--- src/sv/polyphonic_envelope_generator_unit_macros.svh ---
// Assertion macros for the envelope generator.
// Used by the controller and the top level.
`ifndef POLYPHONIC_ENVELOPE_GENERATOR_UNIT_MACROS_SVH
`define POLYPHONIC_ENVELOPE_GENERATOR_UNIT_MACROS_SVH
// assert that a implies b in the same cycle
`define PEG_ASSERT_IMP(label, a, b) \
  label: assert property (@(posedge clk) disable iff (!rst_n) (a) |-> (b)) \
    else $error("%m: check failed");
// assert that a implies b in the next cycle
`define PEG_ASSERT_NXT(label, a, b) \
  label: assert property (@(posedge clk) disable iff (!rst_n) (a) |=> (b)) \
    else $error("%m: check failed");
`endif

--- src/sv/peg_pkg.sv ---
// Package for the polyphonic envelope generator: payload structs, stage codes,
// widths and defaults. No dependencies.
`default_nettype none
package peg_pkg;
  localparam int VOICES_DEF    = 16;
  localparam int IS_AMP_DEF    = 1;
  localparam int CHANNELS_DEF  = 2;
  localparam int FRAC_BITS_DEF = 24;

  localparam logic [2:0] ST_NONE    = 3'd0;
  localparam logic [2:0] ST_DELAY   = 3'd1;
  localparam logic [2:0] ST_ATTACK  = 3'd2;
  localparam logic [2:0] ST_DECAY   = 3'd3;
  localparam logic [2:0] ST_SUSTAIN = 3'd4;
  localparam logic [2:0] ST_RELEASE = 3'd5;

  localparam logic [1:0] VS_IDLE = 2'd0;
  localparam logic [1:0] VS_ON   = 2'd1;
  localparam logic [1:0] VS_STOP = 2'd2;

  localparam logic [2:0] REG_DELAY_TIME    = 3'd0;
  localparam logic [2:0] REG_START_LEVEL   = 3'd1;
  localparam logic [2:0] REG_ATTACK_TIME   = 3'd2;
  localparam logic [2:0] REG_DECAY_TIME    = 3'd3;
  localparam logic [2:0] REG_DECAY_LEVEL   = 3'd4;
  localparam logic [2:0] REG_SUSTAIN_TIME  = 3'd5;
  localparam logic [2:0] REG_SUSTAIN_LEVEL = 3'd6;
  localparam logic [2:0] REG_RELEASE_TIME  = 3'd7;
  localparam int CFG_IDX_W  = 4;
  localparam int CFG_DATA_W = 24;

  typedef struct packed {
    logic [3:0]         voice_index;
    logic [1:0]         voice_state;
    logic [31:0]        voice_time;
    logic [16:0]        output_gain;
    logic signed [23:0] sample_in_left;
    logic signed [23:0] sample_in_right;
  } in_word_t;

  typedef struct packed {
    logic signed [17:0] envelope_out;
    logic signed [23:0] sample_out_left;
    logic signed [23:0] sample_out_right;
    logic               request_stopping;
    logic               voice_finished;
  } out_word_t;

  // controller to datapath
  typedef struct packed {
    logic load;       // latch input word, read voice state
    logic eval;       // run stage logic, may start a divide
    logic div_step;   // one restoring divide step
    logic commit;     // write back voice state
    logic mul_env;    // gain * value
    logic mul_smp;    // sample scaling
  } peg_cmd_t;

  // datapath to controller
  typedef struct packed {
    logic need_div;
    logic div_last;
  } peg_sts_t;
endpackage
`default_nettype wire

--- src/sv/peg_ctrl.sv ---
// Sequencer for the envelope generator: steps one word through load, stage
// evaluation, an optional iterative divide, write-back and output scaling.
// Depends on peg_pkg.
`default_nettype none
`include "polyphonic_envelope_generator_unit_macros.svh"
module peg_ctrl
  import peg_pkg::*;
(
  input  wire logic     clk,
  input  wire logic     rst_n,
  input  wire logic     in_fire,
  input  wire logic     out_busy,
  input  wire peg_sts_t sts,
  output peg_cmd_t      cmd,
  output logic          in_ready,
  output logic          res_valid
);
  localparam logic [2:0] S_IDLE = 3'd0;
  localparam logic [2:0] S_EVAL = 3'd1;
  localparam logic [2:0] S_DIV  = 3'd2;
  localparam logic [2:0] S_MUL1 = 3'd3;
  localparam logic [2:0] S_MUL2 = 3'd4;
  localparam logic [2:0] S_OUT  = 3'd5;

  logic [2:0] state_r, state_nxt;

  always_comb begin
    state_nxt = state_r;
    cmd = '0;
    res_valid = 1'b0;
    in_ready = 1'b0;
    case (state_r)
      S_IDLE: begin
        in_ready = 1'b1;
        if (in_fire) begin
          cmd.load = 1'b1;
          state_nxt = S_EVAL;
        end
      end
      S_EVAL: begin
        cmd.eval = 1'b1;
        state_nxt = sts.need_div ? S_DIV : S_MUL1;
      end
      S_DIV: begin
        cmd.div_step = 1'b1;
        if (sts.div_last) state_nxt = S_MUL1;
      end
      S_MUL1: begin
        cmd.commit = 1'b1;
        cmd.mul_env = 1'b1;
        state_nxt = S_MUL2;
      end
      S_MUL2: begin
        cmd.mul_smp = 1'b1;
        state_nxt = S_OUT;
      end
      S_OUT: begin
        // hand the word to the output register when it is free
        if (!out_busy) begin
          res_valid = 1'b1;
          state_nxt = S_IDLE;
        end
      end
      default: state_nxt = S_IDLE;
    endcase
  end

  always_ff @(posedge clk) begin
    if (!rst_n) state_r <= S_IDLE;
    else        state_r <= state_nxt;
  end

  `PEG_ASSERT_NXT(a_load_eval, cmd.load, state_r == S_EVAL)
  `PEG_ASSERT_IMP(a_ready_idle, in_ready, state_r == S_IDLE)
  `PEG_ASSERT_NXT(a_commit_once, cmd.commit, !cmd.commit)
endmodule
`default_nettype wire

--- config.mk ---
export PLATFORM = sky130hd
export DESIGN_NAME = peg_ctrl
export DESIGN_NICKNAME = d
export VERILOG_FILES = /design/src/sv/peg_pkg.sv /design/src/sv/peg_ctrl.sv
export VERILOG_INCLUDE_DIRS = /design/src /design/src/sv
export SDC_FILE = /design/constraint.sdc
export NUM_CORES = 1
export LEC_CHECK = 0
export ABC_CLOCK_PERIOD_IN_PS = 1300
export BUFFER_PORTS_ARGS = -buffer_cell sky130_fd_sc_hd__buf_4
export CAP_MARGIN = 20
export CORE_AREA = 2 2 39 41
export DETAILED_ROUTE_END_ITERATION = 8
export DIE_AREA = 0 0 41 43
export PLACE_DENSITY = 0.4
export SYNTH_ARGS = -nofsm -noshare
export SYNTH_HDL_FRONTEND = slang
export SYNTH_SLANG_ARGS = --single-unit
export TNS_END_PERCENT = 5
--- constraint.sdc ---
create_clock -name clk -period 1.3 [get_ports clk]
set_input_delay 0.26 -clock clk [delete_from_list [all_inputs] [get_ports clk]]
set_output_delay 0.26 -clock clk [all_outputs]
set_load 0.005 [all_outputs]
# After elaboration in Yosys (flattened, before gate mapping)
# Cells that the tools add are included.
# Widths: inputs -> output; s select.
[word_totals]
wordCells = 25
reg_bits = 3
output_inout_bits = 8
in_bits = 6
[classes]
eq_ne = 8
n_mux = 14
n_reduce_logical = 2
[ops]
columns = ["op", "n"]
rows = [
  ["$pmux 3 s6", 1],
  ["$mux 1", 9],
  ["$mux 3", 3],
  ["$eq 3x2->1 const B", 2],
  ["$eq 3x3->1 const B", 2],
  ["$ne 2x2->1 const B", 3],
  ["$eq 3x1->1 const B", 1],
  ["$logic_not 3->1", 1],
  ["$reduce_and 3->1", 1],
  ["$mux 2", 1],
]

# Depth between registers and ports, before layout
[logic_depth]
word_depth = 3
depth_mapped = 4

# Least setup slack after synthesis
# No wires, ideal clock.
[synth_path]
path_kind = "reg-to-output"
start = "reg state_r[2]"
end = "out cmd[5] (netlist bit)"
required_ns = 1.040
path_stages_with_launch = 4
path_buffers = 1
arrival_time_ns = 0.848
path_slack_ns = 0.192
path_cell_list = "dfxtp_1 > buf_2 > nor3_1 > and2_1"
[synth_rtl]
columns = ["item", "line", "source"]
rows = [
  ["start, declared", "peg_ctrl.sv:25", "logic [2:0] state_r, state_nxt;"],
  ["start signal, assigned", "peg_ctrl.sv:70", "else state_r <= state_nxt;"],
  ["end, declared", "peg_ctrl.sv:14", "output peg_cmd_t cmd,"],
]

# Worst setup path after layout
[layout_path]
start = "reg state_r[1]"
end = "out res_valid"
[layout_between]
elab_chain_cells = 2
[layout_lines]
columns = ["item", "line", "source"]
rows = [
  ["$eq 3x3->1", "peg_ctrl.sv:32", "case (state_r)"],
  ["$mux 1", "peg_ctrl.sv:32", ""],
  ["end, declared", "peg_ctrl.sv:16", "output logic res_valid"],
]
# Every way passes these cells.

==> summary.md <==
| Metric | Value |
|---|---|
| Area Overhead vs Synth | 94.29% |
| Inserted Clock Buffers | 3 |
| Routed wire length | 592 µm |
| Die Height | 43 µm |
| Sequential element share of the synthesized area | 27.43% |
| Yosys top cell by area | dfxtp_1 |
| Antenna Violating Nets Remaining | 0 |
| Cell area after layout | 425.4 µm² |
| Max Buffers Root-to-Sink | 2 |
| Hold Startpoint | rst_n |
| Port bufs | 13 |
| RSZ-0062 raised after global routing | true |
| Crit start category | register |
| Initial antenna violation count | 0 |
| Vias per std cell | 4.213 |
| CTS tree | done |
| Commonest cells after routing, fill and taps aside | buf_4 (17), nor3b_1 (3), clkbuf_4 (3), dfxtp_4 (3), o21a_1 (2) |
| Fill cell count | 157 |
| Rows | 14 |
| Tmin final | 1.289 ns |
| First-pass GRT wire length | 883 µm |
| Final Wtd Congestion | 0.6658 |
| Final setup fails | 0 |
| Number of flip-flops in the largest register | 3 |
| Req. time, crit path | 1.04 ns |
| Die Wd | 41 µm |
| #FFs+latches synth | 3 |
| Flop2flop setup slack | 0.13 ns |
| # hold bufs at CTS | 0 |
| 1st-pass router iterations | 4 |
| Layout cells sized above 1 | 68.89% |
| Max Clk Rate | 776.1 MHz |
| Die area | 0.001763 mm² |
| CTS root buf | clkbuf_4 |
| DRC | 0 |
| Worst VDD drop | 363.7 µV |
| Clock transition at path regs | 0.04 ns |
| Final hold vios | 0 |
| Clock Latency Late Sink | 0.24 ns |
| Reg-to-reg critical path endpoint | state_r[0] |
| Power Total | 0.0005976 W |
| Clk_skew | 0.001749 ns |
| Post-Syn Instances | 26 |
| CORE AREA | 0.001384 mm² |
| Slew Viols, Final | 0 |
| Least-Margin Pin Slew | 0.1655 ns |
| Pwr Density | 1405 mW/mm² |
| Yosys warning total | 0 |
| Worst Hold End | state_r[2] |
| DR iter-0 viols | 1 |
| Mean post-synth cell area | 8.422 µm² |
| Final Cycle Share | 99.12% |
| Synth top area share | 27.43% |
| # clock sinks | 3 |
| Pleak | 0.1934 nW |
| Nets | 52 |
| Most common cell after layout, fill and taps aside | buf_4 |
| Pre-CTS setup slack | 0.08632 ns |
| Initial cell density of the core | 15.82% |
| CP max FO | 6 |
| Total gr overflow | 0 |
| Post-Syn Nets | 32 |
| Post-Syn Area | 219.0 µm² |
| Hold Path Class | input pin to register |
| R2R depth | 3 |
| WL/cell | 9.705 µm |
| DR vias | 257 |
| Largest regs | state_r: 3 flops |
| Max Cap Viol | 0 |
| Slew Limit Headroom | 88.94% |
| Synth area leaders | dfxtp_1 (27%), nor3b_1 (14%), mux2_4 (6.9%) |
| Vias in the first global route | 231 |
| Largest net degree at the start of global routing | 12 |
| WHS Path Cells | 2 |
| Diode count | 0 |
| Worst setup EP type | output pin |
| CTS H-Tree Depth | 1 |
| I/O pins | 14 |
| Final WS setup | 0.01144 ns |
| Reg with most FFs | state_r |
| Critical Path AT | 1.03 ns |
| Area after DPL | 315.3 µm² |
| All-layer global routing usage | 7.924% |
| Outcome | complete, no violations |
| FF-to-FF Start | state_r[1] |
| CP Class | register to output pin |
| Unique masters post-synth | 18 |
==> per-layer routing <==
layer | GRT usage [%] | part of all wire (%) | routed length, µm | up-vias
li1 | - | - | - | 128
met1 | 8.333 | 39 | 231 | 117
met2 | 10.94 | 51 | 304 | 10
met3 | 3.141 | 7.1 | 42 | 2
met4 | 8.000 | 2.2 | 13 | 0
met5 | 0 | 0 | 0 | -
==> logic make-up (layout without fill, tap and decap cells) <==
family	count (synthesis)	count (layout)	synth area share (%)
buffers and inverters	5	24	14.86
XOR/XNOR	1	1	4.001
AO/OA/AOI/OAI	6	6	20.00
multiplexers	1	1	6.855
AND/OR/NAND/NOR	10	10	26.86
flip-flops	3	3	27.43
==> metrics by stage <==
stage | hold slack (ns) | instances | util (%) | setup TNS, ns
floorplan | 0.3775 | 26 | - | 0
global placement | 0.4962 | 52 | 22.78 | 0
detailed placement | 0.4965 | 52 | 22.78 | 0
CTS | 0.2509 | 59 | 29.66 | -0.01127
global route | 0.2561 | 61 | 30.74 | -0.08244
finish | 0.2496 | 61 | 30.74 | 0
==> what timing repair did <==
| action | in CTS | in global routing |
|---|---|---|
| setup endpoints to repair | 8 | 5 |
| setup buffers | 3 | 2 |
| resized for setup | 15 | 1 |
| pin swaps | 2 | 3 |
==> critical path, cell delays in order, from the launching register on <==
cell and delay, ns:
dfxtp_4 0.36, nand2b_4 0.15, nor3b_2 0.15, buf_4 0.13
==> synth_stat cells <==
library cell / number
a21boi_0: 1
a21oi_1: 1
and2_1: 1
buf_2: 2
buf_4: 1
buf_6: 1
dfxtp_1: 3
inv_1: 1
mux2_4: 1
nand2_1: 1
nand2b_1: 1
nor2_1: 2
nor3_1: 1
nor3b_1: 4
o21a_1: 2
o22ai_1: 1
o311a_1: 1
xnor2_1: 1
==> area by class of cell <==
| type | instances | area, µm² | share of cell area, % |
|---|---|---|---|
| flip-flops and latches | 3 | 71.32 | 16.76 |
| clock buffers | 4 | 26.28 | 6.176 |
| multi-input cells | 18 | 160.2 | 37.65 |
| well taps | 16 | 20.02 | 4.706 |
| repair buffers | 19 | 143.9 | 33.82 |
| inverters | 1 | 3.754 | 0.8824 |
==> how the worst max path moves through the flow <==
stage / from / endpoint / slack, ns / cells past startpoint
after floorplan: state_r[2] / cmd[5] / 0.19 / 3
after global placement: state_r[1] / state_r[0] / 0.11 / 2
after detailed placement: state_r[1] / state_r[0] / 0.09 / 2
after CTS: state_r[1] / res_valid / -0.01 / 3
after global routing: state_r[0] / cmd[5] / -0.04 / 3
final: state_r[1] / res_valid / 0.01 / 3
==> where the power goes <==
part	internal, W	total (W)	switching, W	leakage (nW)
sequential	0.000118	0.000157	0.0000393	0.0267
combinational	0.000180	0.000271	0.0000910	0.152
clock	0.000115	0.000169	0.0000536	0.0150
total	0.000414	0.000598	0.000184	0.193
(Power assumes the default switching activity.)
